**src/rtl/core/wot_pkg.sv**
```systemverilog
// Shared widths, constants, control states and the CORDIC arctangent table.
package wot_pkg;

   // Field widths
   localparam int CNT_W      = 32;
   localparam int HDG_W      = 27;
   localparam int CPC_W      = 24;
   localparam int POS_W      = 48;
   localparam int TRIG_FRAC  = 16;
   localparam int TRIG_W     = TRIG_FRAC + 2;
   localparam int DELTA_W    = CNT_W + 1;
   localparam int DIST_SHIFT = 16;
   localparam int DIST_W     = DELTA_W + CPC_W - DIST_SHIFT;
   localparam int INC_W      = DIST_W + TRIG_W - TRIG_FRAC + 1;

   localparam logic [CPC_W-1:0] CPC_RESET = CPC_W'(1022666);

   // Stream packing
   localparam int REQ_TDATA_W = 8 * ((3 * CNT_W + HDG_W + 7) / 8);
   localparam int REQ_TUSER_W = 1;
   localparam int RSP_TDATA_W = 8 * ((2 * POS_W + HDG_W + 7) / 8);

   // Heading to binary angle
   localparam int TURN           = 36000;
   localparam int ANG_W          = 32;
   localparam int REM_W          = $clog2(TURN);
   localparam int HDG_BIAS_SHIFT = 11;  // TURN << this covers the negative heading range
   localparam int HDG_BIAS       = TURN * (2 ** HDG_BIAS_SHIFT);
   localparam int DVD_W          = 2 * ((HDG_W + ANG_W + 1) / 2);
   localparam int DIV_STEPS      = DVD_W / 2;

   // CORDIC
   localparam int CORDIC_ITERS = 30;
   localparam int CORDIC_W     = 33;
   localparam int CORDIC_FRAC  = 30;
   localparam int ITER_W       = $clog2(CORDIC_ITERS);
   localparam logic [ANG_W-1:0] QTR_OFFSET = ANG_W'(32'h2000_0000);
   localparam logic signed [CORDIC_W-1:0] CORDIC_X0 = CORDIC_W'(652032874);

   typedef enum logic [2:0] {
      ST_IDLE,
      ST_CONV,
      ST_ROT,
      ST_MIX,
      ST_DONE
   } ctl_state_type;

   // atan(2^-i) in 2^32 units per turn
   function automatic logic [ANG_W-1:0] cordic_atan(input logic [ITER_W-1:0] idx);
      logic [ANG_W-1:0] v;
      unique case (idx)
         5'd0:  v = 32'h2000_0000;
         5'd1:  v = 32'h12E4_051E;
         5'd2:  v = 32'h09FB_385B;
         5'd3:  v = 32'h0511_11D4;
         5'd4:  v = 32'h028B_0D43;
         5'd5:  v = 32'h0145_D7E1;
         5'd6:  v = 32'h00A2_F61E;
         5'd7:  v = 32'h0051_7C55;
         5'd8:  v = 32'h0028_BE53;
         5'd9:  v = 32'h0014_5F2F;
         5'd10: v = 32'h000A_2F98;
         5'd11: v = 32'h0005_17CC;
         5'd12: v = 32'h0002_8BE6;
         5'd13: v = 32'h0001_45F3;
         5'd14: v = 32'h0000_A2FA;
         5'd15: v = 32'h0000_517D;
         5'd16: v = 32'h0000_28BE;
         5'd17: v = 32'h0000_145F;
         5'd18: v = 32'h0000_0A30;
         5'd19: v = 32'h0000_0518;
         5'd20: v = 32'h0000_028C;
         5'd21: v = 32'h0000_0146;
         5'd22: v = 32'h0000_00A3;
         5'd23: v = 32'h0000_0051;
         5'd24: v = 32'h0000_0029;
         5'd25: v = 32'h0000_0014;
         5'd26: v = 32'h0000_000A;
         5'd27: v = 32'h0000_0005;
         5'd28: v = 32'h0000_0003;
         5'd29: v = 32'h0000_0001;
         default: v = '0;
      endcase
      return v;
   endfunction

endpackage

```
**src/rtl/core/wot_scale.sv**
```systemverilog
// Serial-parallel multipliers turning both count deltas into distance, one factor bit per cycle.
module wot_scale (
   input  logic                                  clock,
   input  logic                                  reset,
   input  logic                                  start,
   input  logic signed [wot_pkg::DELTA_W-1:0]    delta_side,
   input  logic signed [wot_pkg::DELTA_W-1:0]    delta_fwd,
   input  logic        [wot_pkg::CPC_W-1:0]      cpc,
   output logic                                  busy,
   output logic signed [wot_pkg::DIST_W-1:0]     dist_x,
   output logic signed [wot_pkg::DIST_W-1:0]     dist_y
);

   localparam int ACC_W = wot_pkg::DELTA_W + 2;
   localparam int LOW_W = wot_pkg::CPC_W;
   localparam int CNT_W = $clog2(wot_pkg::CPC_W);
   localparam logic signed [ACC_W-1:0] RND_INIT = ACC_W'(2 ** (wot_pkg::DIST_SHIFT - 1));

   logic                       busy_ff, busy_in;
   logic [CNT_W-1:0]           cnt_ff, cnt_in;
   logic [LOW_W-1:0]           mult_ff, mult_in;
   logic signed [wot_pkg::DELTA_W-1:0] ds_ff, ds_in, df_ff, df_in;
   logic signed [ACC_W-1:0]    ax_ff, ax_in, ay_ff, ay_in;
   logic [LOW_W-1:0]           lx_ff, lx_in, ly_ff, ly_in;
   logic signed [ACC_W-1:0]    add_x, add_y, sum_x, sum_y;

   always_comb begin
      add_x = '0;
      add_y = '0;
      if (mult_ff[0]) begin
         add_x = ACC_W'(ds_ff);
         add_y = ACC_W'(df_ff);
      end
      sum_x = ax_ff + add_x;
      sum_y = ay_ff + add_y;

      busy_in = busy_ff;
      cnt_in  = cnt_ff;
      mult_in = mult_ff;
      ds_in   = ds_ff;
      df_in   = df_ff;
      ax_in   = ax_ff;
      ay_in   = ay_ff;
      lx_in   = lx_ff;
      ly_in   = ly_ff;
      if (start) begin
         busy_in = 1'b1;
         cnt_in  = '0;
         mult_in = cpc;
         ds_in   = delta_side;
         df_in   = delta_fwd;
         ax_in   = RND_INIT;
         ay_in   = RND_INIT;
      end else if (busy_ff) begin
         // low product bits retire into lx/ly, high part stays in ax/ay
         ax_in   = sum_x >>> 1;
         ay_in   = sum_y >>> 1;
         lx_in   = {sum_x[0], lx_ff[LOW_W-1:1]};
         ly_in   = {sum_y[0], ly_ff[LOW_W-1:1]};
         mult_in = mult_ff >> 1;
         cnt_in  = cnt_ff + CNT_W'(1);
         if (cnt_ff == CNT_W'(wot_pkg::CPC_W - 1)) begin
            busy_in = 1'b0;
         end
      end
   end

   always_ff @(posedge clock) begin
      if (reset) begin
         busy_ff <= 1'b0;
      end else begin
         busy_ff <= busy_in;
      end
      cnt_ff  <= cnt_in;
      mult_ff <= mult_in;
      ds_ff   <= ds_in;
      df_ff   <= df_in;
      ax_ff   <= ax_in;
      ay_ff   <= ay_in;
      lx_ff   <= lx_in;
      ly_ff   <= ly_in;
   end

   assign busy   = busy_ff;
   assign dist_x = wot_pkg::DIST_W'({ax_ff, lx_ff[LOW_W-1:wot_pkg::DIST_SHIFT]});
   assign dist_y = wot_pkg::DIST_W'({ay_ff, ly_ff[LOW_W-1:wot_pkg::DIST_SHIFT]});

endmodule

```
**src/rtl/core/wot_angle.sv**
```systemverilog
// Heading to 32-bit binary angle by radix-4 long division by a full turn.
module wot_angle (
   input  logic                                clock,
   input  logic                                reset,
   input  logic                                start,
   input  logic signed [wot_pkg::HDG_W-1:0]    heading,
   output logic                                busy,
   output logic [wot_pkg::ANG_W-1:0]           angle
);

   localparam int CNT_W = $clog2(wot_pkg::DIV_STEPS);
   localparam int REM_W = wot_pkg::REM_W;
   localparam logic [REM_W:0] TURN_V = (REM_W + 1)'(wot_pkg::TURN);

   logic                         busy_ff, busy_in;
   logic [CNT_W-1:0]             cnt_ff, cnt_in;
   logic [wot_pkg::DVD_W-1:0]    dvd_ff, dvd_in;
   logic [REM_W-1:0]             rem_ff, rem_in;
   logic [wot_pkg::ANG_W-1:0]    quo_ff, quo_in;
   logic signed [wot_pkg::HDG_W:0] h_ext;
   logic [wot_pkg::HDG_W-1:0]    h_pos;
   logic [REM_W:0]               t1, t2;
   logic [REM_W-1:0]             r1, r2;
   logic                         ge1, ge2;

   always_comb begin
      // negative heading: add a whole number of turns to make it positive
      h_ext = (wot_pkg::HDG_W + 1)'(heading);
      if (heading < 0) begin
         h_ext = h_ext + (wot_pkg::HDG_W + 1)'(wot_pkg::HDG_BIAS);
      end
      h_pos = h_ext[wot_pkg::HDG_W-1:0];

      t1  = {rem_ff, dvd_ff[wot_pkg::DVD_W-1]};
      ge1 = (t1 >= TURN_V);
      r1  = ge1 ? REM_W'(t1 - TURN_V) : t1[REM_W-1:0];
      t2  = {r1, dvd_ff[wot_pkg::DVD_W-2]};
      ge2 = (t2 >= TURN_V);
      r2  = ge2 ? REM_W'(t2 - TURN_V) : t2[REM_W-1:0];

      busy_in = busy_ff;
      cnt_in  = cnt_ff;
      dvd_in  = dvd_ff;
      rem_in  = rem_ff;
      quo_in  = quo_ff;
      if (start) begin
         busy_in = 1'b1;
         cnt_in  = '0;
         // heading * 2^32 plus half a turn, so the quotient comes out rounded
         dvd_in  = wot_pkg::DVD_W'({h_pos, wot_pkg::ANG_W'(wot_pkg::TURN / 2)});
         rem_in  = '0;
      end else if (busy_ff) begin
         dvd_in = dvd_ff << 2;
         rem_in = r2;
         quo_in = {quo_ff[wot_pkg::ANG_W-3:0], ge1, ge2};  // whole turns fall off the top
         cnt_in = cnt_ff + CNT_W'(1);
         if (cnt_ff == CNT_W'(wot_pkg::DIV_STEPS - 1)) begin
            busy_in = 1'b0;
         end
      end
   end

   always_ff @(posedge clock) begin
      if (reset) begin
         busy_ff <= 1'b0;
      end else begin
         busy_ff <= busy_in;
      end
      cnt_ff <= cnt_in;
      dvd_ff <= dvd_in;
      rem_ff <= rem_in;
      quo_ff <= quo_in;
   end

   assign busy  = busy_ff;
   assign angle = quo_ff;

endmodule

```
**src/rtl/core/wot_cordic.sv**
```systemverilog
// Iterative rotation-mode CORDIC giving rounded cosine and sine of a binary angle.
module wot_cordic (
   input  logic                                clock,
   input  logic                                reset,
   input  logic                                start,
   input  logic [wot_pkg::ANG_W-1:0]           angle,
   output logic                                busy,
   output logic signed [wot_pkg::TRIG_W-1:0]   cos_q,
   output logic signed [wot_pkg::TRIG_W-1:0]   sin_q
);

   localparam int CW = wot_pkg::CORDIC_W;
   localparam int SH = wot_pkg::CORDIC_FRAC - wot_pkg::TRIG_FRAC;
   localparam logic signed [CW:0] RND = (CW + 1)'(2 ** (SH - 1));

   logic                              busy_ff, busy_in;
   logic [wot_pkg::ITER_W-1:0]        iter_ff, iter_in;
   logic signed [CW-1:0]              x_ff, x_in, y_ff, y_in;
   logic signed [wot_pkg::ANG_W-1:0]  z_ff, z_in;
   logic [1:0]                        q_ff, q_in;
   logic signed [CW-1:0]              xs, ys;
   logic signed [wot_pkg::ANG_W-1:0]  atan_v;
   logic [wot_pkg::ANG_W-1:0]         ang_off;
   logic signed [CW-1:0]              cq, sq;
   logic signed [CW:0]                cr, sr;

   always_comb begin
      xs      = x_ff >>> iter_ff;
      ys      = y_ff >>> iter_ff;
      atan_v  = $signed(wot_pkg::cordic_atan(iter_ff));
      ang_off = angle + wot_pkg::QTR_OFFSET;

      busy_in = busy_ff;
      iter_in = iter_ff;
      x_in    = x_ff;
      y_in    = y_ff;
      z_in    = z_ff;
      q_in    = q_ff;
      if (start) begin
         // quadrant split leaves a residual in [-45, 45) degrees
         busy_in = 1'b1;
         iter_in = '0;
         q_in    = ang_off[wot_pkg::ANG_W-1 -: 2];
         z_in    = $signed(angle - {q_in, {(wot_pkg::ANG_W - 2){1'b0}}});
         x_in    = wot_pkg::CORDIC_X0;
         y_in    = '0;
      end else if (busy_ff) begin
         if (z_ff >= 0) begin
            x_in = x_ff - ys;
            y_in = y_ff + xs;
            z_in = z_ff - atan_v;
         end else begin
            x_in = x_ff + ys;
            y_in = y_ff - xs;
            z_in = z_ff + atan_v;
         end
         iter_in = iter_ff + wot_pkg::ITER_W'(1);
         if (iter_ff == wot_pkg::ITER_W'(wot_pkg::CORDIC_ITERS - 1)) begin
            busy_in = 1'b0;
         end
      end
   end

   always_ff @(posedge clock) begin
      if (reset) begin
         busy_ff <= 1'b0;
      end else begin
         busy_ff <= busy_in;
      end
      iter_ff <= iter_in;
      x_ff    <= x_in;
      y_ff    <= y_in;
      z_ff    <= z_in;
      q_ff    <= q_in;
   end

   // undo the quadrant split, then round to the trig format
   always_comb begin
      case (q_ff)
         2'd1:    begin cq = -y_ff; sq = x_ff;  end
         2'd2:    begin cq = -x_ff; sq = -y_ff; end
         2'd3:    begin cq = y_ff;  sq = -x_ff; end
         default: begin cq = x_ff;  sq = y_ff;  end
      endcase
      cr = ((CW + 1)'(cq) + RND) >>> SH;
      sr = ((CW + 1)'(sq) + RND) >>> SH;
   end

   assign busy  = busy_ff;
   assign cos_q = cr[wot_pkg::TRIG_W-1:0];
   assign sin_q = sr[wot_pkg::TRIG_W-1:0];

endmodule

```
**src/rtl/core/wot_rotate.sv**
```systemverilog
// Serial rotation of the distance pair: one cosine and one sine bit per cycle, rounded.
module wot_rotate (
   input  logic                                clock,
   input  logic                                reset,
   input  logic                                start,
   input  logic signed [wot_pkg::DIST_W-1:0]   dist_x,
   input  logic signed [wot_pkg::DIST_W-1:0]   dist_y,
   input  logic signed [wot_pkg::TRIG_W-1:0]   cos_q,
   input  logic signed [wot_pkg::TRIG_W-1:0]   sin_q,
   output logic                                busy,
   output logic signed [wot_pkg::INC_W-1:0]    inc_x,
   output logic signed [wot_pkg::INC_W-1:0]    inc_y
);

   localparam int ACC_W = wot_pkg::DIST_W + 3;
   localparam int LOW_W = wot_pkg::TRIG_W;
   localparam int CNT_W = $clog2(wot_pkg::TRIG_W);
   localparam logic signed [ACC_W-1:0] RND_INIT = ACC_W'(2 ** (wot_pkg::TRIG_FRAC - 1));

   logic                       busy_ff, busy_in;
   logic [CNT_W-1:0]           cnt_ff, cnt_in;
   logic [LOW_W-1:0]           cs_ff, cs_in, sn_ff, sn_in;
   logic signed [wot_pkg::DIST_W-1:0] dx_ff, dx_in, dy_ff, dy_in;
   logic signed [ACC_W-1:0]    ax_ff, ax_in, ay_ff, ay_in;
   logic [LOW_W-1:0]           lx_ff, lx_in, ly_ff, ly_in;
   logic signed [ACC_W-1:0]    c_dx, c_dy, s_dx, s_dy, px, py, sum_x, sum_y;
   logic                       last;

   always_comb begin
      c_dx = '0;
      c_dy = '0;
      s_dx = '0;
      s_dy = '0;
      if (cs_ff[0]) begin
         c_dx = ACC_W'(dx_ff);
         c_dy = ACC_W'(dy_ff);
      end
      if (sn_ff[0]) begin
         s_dx = ACC_W'(dx_ff);
         s_dy = ACC_W'(dy_ff);
      end
      px   = c_dx + s_dy;  // x: dx*cos + dy*sin
      py   = c_dy - s_dx;  // y: dy*cos - dx*sin
      last = (cnt_ff == CNT_W'(LOW_W - 1));
      // sign bit of the trig word weighs negative
      if (last) begin
         sum_x = ax_ff - px;
         sum_y = ay_ff - py;
      end else begin
         sum_x = ax_ff + px;
         sum_y = ay_ff + py;
      end

      busy_in = busy_ff;
      cnt_in  = cnt_ff;
      cs_in   = cs_ff;
      sn_in   = sn_ff;
      dx_in   = dx_ff;
      dy_in   = dy_ff;
      ax_in   = ax_ff;
      ay_in   = ay_ff;
      lx_in   = lx_ff;
      ly_in   = ly_ff;
      if (start) begin
         busy_in = 1'b1;
         cnt_in  = '0;
         cs_in   = cos_q;
         sn_in   = sin_q;
         dx_in   = dist_x;
         dy_in   = dist_y;
         ax_in   = RND_INIT;
         ay_in   = RND_INIT;
      end else if (busy_ff) begin
         ax_in  = sum_x >>> 1;
         ay_in  = sum_y >>> 1;
         lx_in  = {sum_x[0], lx_ff[LOW_W-1:1]};
         ly_in  = {sum_y[0], ly_ff[LOW_W-1:1]};
         cs_in  = cs_ff >> 1;
         sn_in  = sn_ff >> 1;
         cnt_in = cnt_ff + CNT_W'(1);
         if (last) begin
            busy_in = 1'b0;
         end
      end
   end

   always_ff @(posedge clock) begin
      if (reset) begin
         busy_ff <= 1'b0;
      end else begin
         busy_ff <= busy_in;
      end
      cnt_ff <= cnt_in;
      cs_ff  <= cs_in;
      sn_ff  <= sn_in;
      dx_ff  <= dx_in;
      dy_ff  <= dy_in;
      ax_ff  <= ax_in;
      ay_ff  <= ay_in;
      lx_ff  <= lx_in;
      ly_ff  <= ly_in;
   end

   assign busy  = busy_ff;
   assign inc_x = wot_pkg::INC_W'({ax_ff, lx_ff[LOW_W-1:wot_pkg::TRIG_FRAC]});
   assign inc_y = wot_pkg::INC_W'({ay_ff, ly_ff[LOW_W-1:wot_pkg::TRIG_FRAC]});

endmodule

```
**src/rtl/core/wheel_odometry_tracker_core.sv**
```systemverilog
// Top level of the odometry tracker: stream ports, tick state, control and saturating accumulators.
//
// Dead reckoning from three tracking encoders and an IMU heading. Each req item carries the
// cumulative side and two forward encoder counts plus a heading in centidegrees with a valid
// flag; each item yields exactly one rsp item with the saturating x/y position in 1/256 cm and
// the heading applied. An invalid heading keeps the last good one. One item is worked at a
// time; the next is taken only once control is back in idle. Each item passes a chain of
// serial units: radix-4 division turning the heading into a binary angle, with the
// count-to-distance multiply alongside it, then 30 CORDIC iterations, then bit-serial
// rotation, and the result is loaded in the done state. The rsp item sits in an output
// register, so a new req item is taken while the previous result waits; the next result
// then waits until that one is taken. cm_per_count is written through csr_ and must only
// change while no item is in flight; it resets to 1022666 (Q0.24).
module wheel_odometry_tracker_core (
   input  logic                                 clock,
   input  logic                                 reset,
   // req item
   input  logic                                 req_tvalid,
   output logic                                 req_tready,
   // [31:0] side_count, [63:32] fwd_count_a, [95:64] fwd_count_b, [122:96] heading_centideg
   input  logic [wot_pkg::REQ_TDATA_W-1:0]      req_tdata,
   // [0] heading_valid
   input  logic [wot_pkg::REQ_TUSER_W-1:0]      req_tuser,
   // rsp item
   output logic                                 rsp_tvalid,
   input  logic                                 rsp_tready,
   // [47:0] pos_x, [95:48] pos_y, [122:96] heading_used
   output logic [wot_pkg::RSP_TDATA_W-1:0]      rsp_tdata,
   // cm_per_count write
   input  logic                                 csr_valid,
   output logic                                 csr_ready,
   input  logic [wot_pkg::CPC_W-1:0]            csr_data
);

   localparam int CNT_W   = wot_pkg::CNT_W;
   localparam int DELTA_W = wot_pkg::DELTA_W;
   localparam int HDG_W   = wot_pkg::HDG_W;
   localparam int POS_W   = wot_pkg::POS_W;
   localparam int INC_W   = wot_pkg::INC_W;
   localparam int SUM_W   = ((POS_W > INC_W) ? POS_W : INC_W) + 1;
   localparam logic signed [SUM_W-1:0] POS_HI = SUM_W'({1'b0, {(POS_W - 1){1'b1}}});
   localparam logic signed [SUM_W-1:0] POS_LO = -POS_HI - SUM_W'(1);

   wot_pkg::ctl_state_type state_ff, state_in;

   logic [wot_pkg::CPC_W-1:0]   cpc_ff, cpc_in;
   logic signed [CNT_W-1:0]     prev_side_ff, prev_side_in;
   logic signed [CNT_W-1:0]     prev_avg_ff, prev_avg_in;
   logic signed [HDG_W-1:0]     good_hdg_ff, good_hdg_in;
   logic signed [POS_W-1:0]     acc_x_ff, acc_x_in, acc_y_ff, acc_y_in;
   logic signed [HDG_W-1:0]     hdg_out_ff, hdg_out_in;
   logic                        rsp_valid_ff, rsp_valid_in;

   // unpacked req fields
   logic signed [CNT_W-1:0]     side_count, fwd_count_a, fwd_count_b;
   logic signed [HDG_W-1:0]     heading_centideg;
   logic                        heading_valid;

   logic                        req_fire, rsp_fire, out_free;
   logic signed [DELTA_W-1:0]   fwd_sum, fwd_adj, delta_side, delta_fwd;
   logic signed [CNT_W-1:0]     fwd_avg;
   logic signed [HDG_W-1:0]     hdg_sel;
   logic signed [SUM_W-1:0]     sum_x, sum_y;

   // unit control
   logic                        tick_start, cordic_start, mix_start, out_load;
   logic                        scale_busy, angle_busy, cordic_busy, mix_busy;
   logic signed [wot_pkg::DIST_W-1:0] dist_x, dist_y;
   logic [wot_pkg::ANG_W-1:0]   angle;
   logic signed [wot_pkg::TRIG_W-1:0] cos_q, sin_q;
   logic signed [INC_W-1:0]     inc_x, inc_y;

   assign side_count       = $signed(req_tdata[CNT_W-1:0]);
   assign fwd_count_a      = $signed(req_tdata[2*CNT_W-1:CNT_W]);
   assign fwd_count_b      = $signed(req_tdata[3*CNT_W-1:2*CNT_W]);
   assign heading_centideg = $signed(req_tdata[3*CNT_W+HDG_W-1:3*CNT_W]);
   assign heading_valid    = req_tuser[0];

   assign req_tready = (state_ff == wot_pkg::ST_IDLE);
   assign req_fire   = req_tvalid & req_tready;
   assign rsp_fire   = rsp_valid_ff & rsp_tready;
   assign out_free   = ~rsp_valid_ff | rsp_tready;
   assign csr_ready  = 1'b1;

   // forward average truncates toward zero: bump negative sums by one before the shift
   always_comb begin
      fwd_sum    = DELTA_W'(fwd_count_a) + DELTA_W'(fwd_count_b);
      fwd_adj    = fwd_sum + $signed({{(DELTA_W - 1){1'b0}}, fwd_sum[DELTA_W-1]});
      fwd_avg    = CNT_W'(fwd_adj >>> 1);
      delta_side = DELTA_W'(side_count) - DELTA_W'(prev_side_ff);
      delta_fwd  = DELTA_W'(fwd_avg) - DELTA_W'(prev_avg_ff);
      hdg_sel    = heading_valid ? heading_centideg : good_hdg_ff;
   end

   // next state
   always_comb begin
      state_in = state_ff;
      unique case (state_ff)
         wot_pkg::ST_IDLE: if (req_fire) state_in = wot_pkg::ST_CONV;
         wot_pkg::ST_CONV: if (!angle_busy && !scale_busy) state_in = wot_pkg::ST_ROT;
         wot_pkg::ST_ROT:  if (!cordic_busy) state_in = wot_pkg::ST_MIX;
         wot_pkg::ST_MIX:  if (!mix_busy) state_in = wot_pkg::ST_DONE;
         wot_pkg::ST_DONE: if (out_free) state_in = wot_pkg::ST_IDLE;
         default:          state_in = wot_pkg::ST_IDLE;
      endcase
   end

   // state machine outputs
   always_comb begin
      tick_start   = 1'b0;
      cordic_start = 1'b0;
      mix_start    = 1'b0;
      out_load     = 1'b0;
      unique case (state_ff)
         wot_pkg::ST_IDLE: tick_start   = req_fire;
         wot_pkg::ST_CONV: cordic_start = ~angle_busy & ~scale_busy;
         wot_pkg::ST_ROT:  mix_start    = ~cordic_busy;
         wot_pkg::ST_MIX:  ;
         wot_pkg::ST_DONE: out_load     = out_free;
         default:          ;
      endcase
   end

   // cm_per_count write, tick state, saturating accumulate and output register
   always_comb begin
      cpc_in       = cpc_ff;
      prev_side_in = prev_side_ff;
      prev_avg_in  = prev_avg_ff;
      good_hdg_in  = good_hdg_ff;
      acc_x_in     = acc_x_ff;
      acc_y_in     = acc_y_ff;
      hdg_out_in   = hdg_out_ff;
      rsp_valid_in = rsp_valid_ff & ~rsp_fire;

      sum_x = SUM_W'(acc_x_ff) + SUM_W'(inc_x);
      sum_y = SUM_W'(acc_y_ff) + SUM_W'(inc_y);

      if (csr_valid) begin
         cpc_in = csr_data;
      end
      if (tick_start) begin
         prev_side_in = side_count;
         prev_avg_in  = fwd_avg;
         good_hdg_in  = hdg_sel;
      end
      if (out_load) begin
         // the accumulators double as the position fields of the rsp item
         if (sum_x > POS_HI) begin
            acc_x_in = POS_HI[POS_W-1:0];
         end else if (sum_x < POS_LO) begin
            acc_x_in = POS_LO[POS_W-1:0];
         end else begin
            acc_x_in = sum_x[POS_W-1:0];
         end
         if (sum_y > POS_HI) begin
            acc_y_in = POS_HI[POS_W-1:0];
         end else if (sum_y < POS_LO) begin
            acc_y_in = POS_LO[POS_W-1:0];
         end else begin
            acc_y_in = sum_y[POS_W-1:0];
         end
         // good_hdg changes with the next item while this result waits, so latch it separately
         hdg_out_in   = good_hdg_ff;
         rsp_valid_in = 1'b1;
      end
   end

   always_ff @(posedge clock) begin
      if (reset) begin
         state_ff     <= wot_pkg::ST_IDLE;
         cpc_ff       <= wot_pkg::CPC_RESET;
         prev_side_ff <= '0;
         prev_avg_ff  <= '0;
         good_hdg_ff  <= '0;
         acc_x_ff     <= '0;
         acc_y_ff     <= '0;
         rsp_valid_ff <= 1'b0;
      end else begin
         state_ff     <= state_in;
         cpc_ff       <= cpc_in;
         prev_side_ff <= prev_side_in;
         prev_avg_ff  <= prev_avg_in;
         good_hdg_ff  <= good_hdg_in;
         acc_x_ff     <= acc_x_in;
         acc_y_ff     <= acc_y_in;
         rsp_valid_ff <= rsp_valid_in;
      end
      hdg_out_ff <= hdg_out_in;
   end

   assign rsp_tvalid = rsp_valid_ff;
   assign rsp_tdata  = wot_pkg::RSP_TDATA_W'({hdg_out_ff, acc_y_ff, acc_x_ff});

   wot_scale u_scale (
      .clock      (clock),
      .reset      (reset),
      .start      (tick_start),
      .delta_side (delta_side),
      .delta_fwd  (delta_fwd),
      .cpc        (cpc_ff),
      .busy       (scale_busy),
      .dist_x     (dist_x),
      .dist_y     (dist_y)
   );

   wot_angle u_angle (
      .clock   (clock),
      .reset   (reset),
      .start   (tick_start),
      .heading (hdg_sel),
      .busy    (angle_busy),
      .angle   (angle)
   );

   wot_cordic u_cordic (
      .clock (clock),
      .reset (reset),
      .start (cordic_start),
      .angle (angle),
      .busy  (cordic_busy),
      .cos_q (cos_q),
      .sin_q (sin_q)
   );

   wot_rotate u_rotate (
      .clock  (clock),
      .reset  (reset),
      .start  (mix_start),
      .dist_x (dist_x),
      .dist_y (dist_y),
      .cos_q  (cos_q),
      .sin_q  (sin_q),
      .busy   (mix_busy),
      .inc_x  (inc_x),
      .inc_y  (inc_y)
   );

endmodule

```
**config.mk**
```make
export PLATFORM = sky130hd
export DESIGN_NAME = wheel_odometry_tracker_core
export DESIGN_NICKNAME = d
export VERILOG_FILES = /design/src/rtl/core/wot_pkg.sv /design/src/rtl/core/wot_scale.sv /design/src/rtl/core/wot_angle.sv /design/src/rtl/core/wot_cordic.sv /design/src/rtl/core/wot_rotate.sv /design/src/rtl/core/wheel_odometry_tracker_core.sv
export SDC_FILE = /design/constraint.sdc
export NUM_CORES = 2
export LEC_CHECK = 0
export BUFFER_PORTS_ARGS = -buffer_cell sky130_fd_sc_hd__buf_2
export CAP_MARGIN = 20
export CELL_PAD_IN_SITES_DETAIL_PLACEMENT = 1
export CELL_PAD_IN_SITES_GLOBAL_PLACEMENT = 1
export CORE_ASPECT_RATIO = 0.8
export CORE_MARGIN = 1
export CORE_UTILIZATION = 44
export DETAILED_ROUTE_END_ITERATION = 8
export PLACE_DENSITY = 0.74
export SLEW_MARGIN = 10
export SYNTH_ARGS = -nofsm -noshare
export SYNTH_HDL_FRONTEND = slang
export SYNTH_SLANG_ARGS = --single-unit
```
**constraint.sdc**
```tcl
create_clock -name clock -period 8.2 [get_ports clock]
set_input_delay 1.64 -clock clock [delete_from_list [all_inputs] [get_ports clock]]
set_output_delay 1.64 -clock clock [all_outputs]
set_load 0.02 [all_outputs]
```
==> summary.md <==
| Metric | Value |
|---|---|
| Ys async rst share | 0% |
| Ratio of cells with drive above 1 in the final layout | 9.31% |
| Max clock buf depth | 3 |
| Via Count | 63300 |
| Initial antenna violation count | 4 |
| Number of global-route vias before repair | 63600 |
| RSZ-0062 raised after global routing | true |
| Netlist cell types | 101 |
| Skew final | 0.0730 ns |
| Avg Cell Area, Syn | 8.36 µm² |
| Post-CTS Setup Bufs | 0 |
| CP Launch Type | flop |
| Routed WL | 228000 µm |
| Endpoints failing setup | 0 |
| Power per Cell Area | 385 nW/µm² |
| Worst-Margin Slew | 1.04 ns |
| Tcrit/Tclk final | 95.2% |
| Largest cells by area after synthesis | dfxtp_1, edfxtp_1, ha_1 |
| Die Y | 359 µm |
| Post-synthesis sequential element count | 879 |
| Wire per inst | 21.3 µm |
| Post-Syn Instances | 8384 |
| Slowest cell delay on critical path | 0.57 ns |
| Initial drt markers | 4048 |
| CTS Buf Count | 99 |
| Worst min path class | flop to flop |
| Vias per cell | 5.91 |
| Fin crit period | 7.81 ns |
| Commonest cells in the netlist | nor2_1, nand2_1, a21oi_1, ha_1, o21ai_0 |
| Slew HR | 30.5% |
| CP Class | flop to flop |
| Number of synthesized flops with an enable pin | 348 |
| Hold_sp | u_scale.lx_ff[16] |
| Maximum vdd drop | 0.000231 V |
| CP Data Arrival Time | 8.47 ns |
| WP data required | 8.86 ns |
| # rows | 130 |
| Worst-path fanout max | 9 |
| Clk_lat worst skew | 0.79 ns |
| Crit path max-delay cell type | o21ai_0 |
| I/O pin count | 289 |
| Starting Density | 44.5% |
| Leakage power total | 32.8 nW |
| Die Width | 448 µm |
| Count leader, synth | nor2_1 |
| Dominant cell type by area after synthesis | dfxtp_1 |
| Die area | 161000 µm² |
| Clock slew at reported path FFs | 0.08 ns |
| Final Slew Violations | 0 |
| R2r startpoint | u_rotate.cs_ff[0] |
| Hold_buf cts | 0 |
| Fmax | 128 MHz |
| Total congestion overflow | 0 |
| Top cell type's share of synthesized area | 15.2% |
| Initial DRT Pass Iterations | 5 |
| Sequential area share after synthesis | 30.1% |
| Placer Congestion | 0.946 |
| Max cap viols | 0 |
| H-tree depth | 3 |
| Crit. Startpoint | u_rotate.cs_ff[0] |
| Warnings, synthesis | 0 |
| Final #Nets | 9243 |
| Design area | 77400 µm² |
| Hpwl dp | 175000 µm |
| Placed Area | 73800 µm² |
| Layout area overhead | 10.4% |
| Antenna-violating nets left | 0 |
| Status | complete, no violations |
| First-pass GRT wire length | 359000 µm |
| Worst setup EP type | flop |
| Root Driver | clkbuf_16 |
| Synthesized area | 70100 µm² |
| Remaining DRCs | 0 |
| Clock Sinks | 879 |
| Largest net degree at the start of global routing | 123 |
| Total track usage | 27.5% |
| WHS | 0.429 ns |
| Port bufs | 277 |
| CTS tree | built |
| Core Footprint | 158000 µm² |
| Main synth FF type | dfxtp_1 |
| Final count of hold timing violations | 0 |
where the power goes:
group,total [W],switching [W],internal [W]
registers,0.00711,0.00132,0.00580
clock network,0.00480,0.00209,0.00271
logic,0.0179,0.0104,0.00753
total,0.0298,0.0138,0.0160
cells in the final DEF, fill, tap and decap left out, types with 23 or more instances in the layout:
cell type	synthesis	routed
and2_1	251	251
buf_2	13	276
mux2i_1	231	231
nor4_1	36	36
a21boi_0	29	29
buf_4	9	136
a21o_1	248	248
o21a_1	120	120
nand2_1	836	834
nand2b_1	100	100
o21bai_1	66	66
xnor2_1	421	421
ha_1	550	550
o31ai_1	64	62
or2_2	30	30
nor2b_1	74	74
o211ai_1	35	35
clkbuf_16	0	102
nor2_1	844	844
and3_1	77	77
a211oi_1	171	169
nor3_1	178	177
a21oi_1	658	657
mux4_2	85	85
o21ai_0	535	532
edfxtp_1	348	348
or3_1	82	81
nand4_1	77	77
nand3_1	168	167
o22ai_1	37	37
xor2_1	321	321
clkinv_2	0	23
a31oi_1	72	72
dfxtp_1	531	525
inv_1	283	282
critical path: cells and delay by family, from the launching register on:
kind,cells,cell delay (ns)
flops,1,0.51
xor+xnor,1,0.41
fa+ha+maj,2,0.72
compound gates,12,3.49
buf+inv,2,0.37
simple gates,9,2.15
path summary, 6_finish.rpt:
| path | to | cells past startpoint | slack [ns] |
|---|---|---|---|
| setup / recovery | u_rotate.ay_ff[42] | 26 | 0.39 |
| hold / removal | u_rotate.dx_ff[0] | 0 | 0.43 |
| setup reg to reg | u_rotate.ay_ff[42] | 26 | 0.39 |
| hold reg to reg | u_rotate.dx_ff[0] | 0 | 0.43 |
timing repair:
action,in CTS,in global routing
setup endpoints to repair,0,18
gates resized for setup,0,8
endpoints found under the hold margin,0,0
per-layer routing:
metal | vias up | GRT usage (%) | part of all wire, %
li1 | 30600 | - | -
met1 | 31100 | 39.8 | 48
met2 | 1372 | 43.2 | 44
met3 | 256 | 3.20 | 4.8
met4 | 2 | 7.17 | 2.5
met5 | - | 0 | 0.0057
area by class of cell:
type | instances | area (µm²)
well taps | 2112 | 2640
fillers | 18800 | 80200
clock buffers | 135 | 2860
diodes | 1 | 2.50
clock inverters | 53 | 661
flip-flops and latches | 879 | 21100
repair buffers | 417 | 2510
inverters | 290 | 1100
multi-input cells | 6834 | 46500
cell families (layout without fill, tap and decap cells):
kind of cell | Yosys count | after routing | share of synthesized area, %
compound gates | 2306 | 2306 | 20.9
xor+xnor | 742 | 742 | 9.27
fa+ha+maj | 567 | 567 | 10.3
buf+inv | 675 | 895 | 3.69
flops | 879 | 879 | 30.1
mux | 337 | 337 | 6.37
other cells | 2 | 7 | 0.0107
simple gates | 2876 | 2876 | 19.5
metrics by stage:
step / std cells / TNS (ns) / utilization (%) / total power [W] / worst slack, ns
floorplan: 8388 / 0 / - / 0.0202 / 0.432
global placement: 10500 / -1.09 / 46.8 / 0.0240 / -0.358
detailed placement: 10500 / -1.29 / 46.9 / 0.0247 / -0.343
CTS: 10700 / 0 / 49.1 / 0.0297 / 0.308
global route: 10700 / -0.0193 / 49.1 / 0.0321 / -0.0193
finish: 10700 / 0 / 49.1 / 0.0298 / 0.393
sequential cells by signal, summed over array words and instances (netlist names), 33 cells and up:
register	flops
acc_x_ff	48
acc_y_ff	48
u_angle.dvd_ff	53
u_cordic.x_ff	33
u_cordic.y_ff	33
u_rotate.ax_ff	43
u_rotate.ay_ff	43
u_rotate.dx_ff	41
u_rotate.dy_ff	41
u_scale.ax_ff	34
u_scale.ay_ff	34
u_scale.df_ff	33
u_scale.ds_ff	33
No activity file was read; power rests on OpenSTA's default activity.
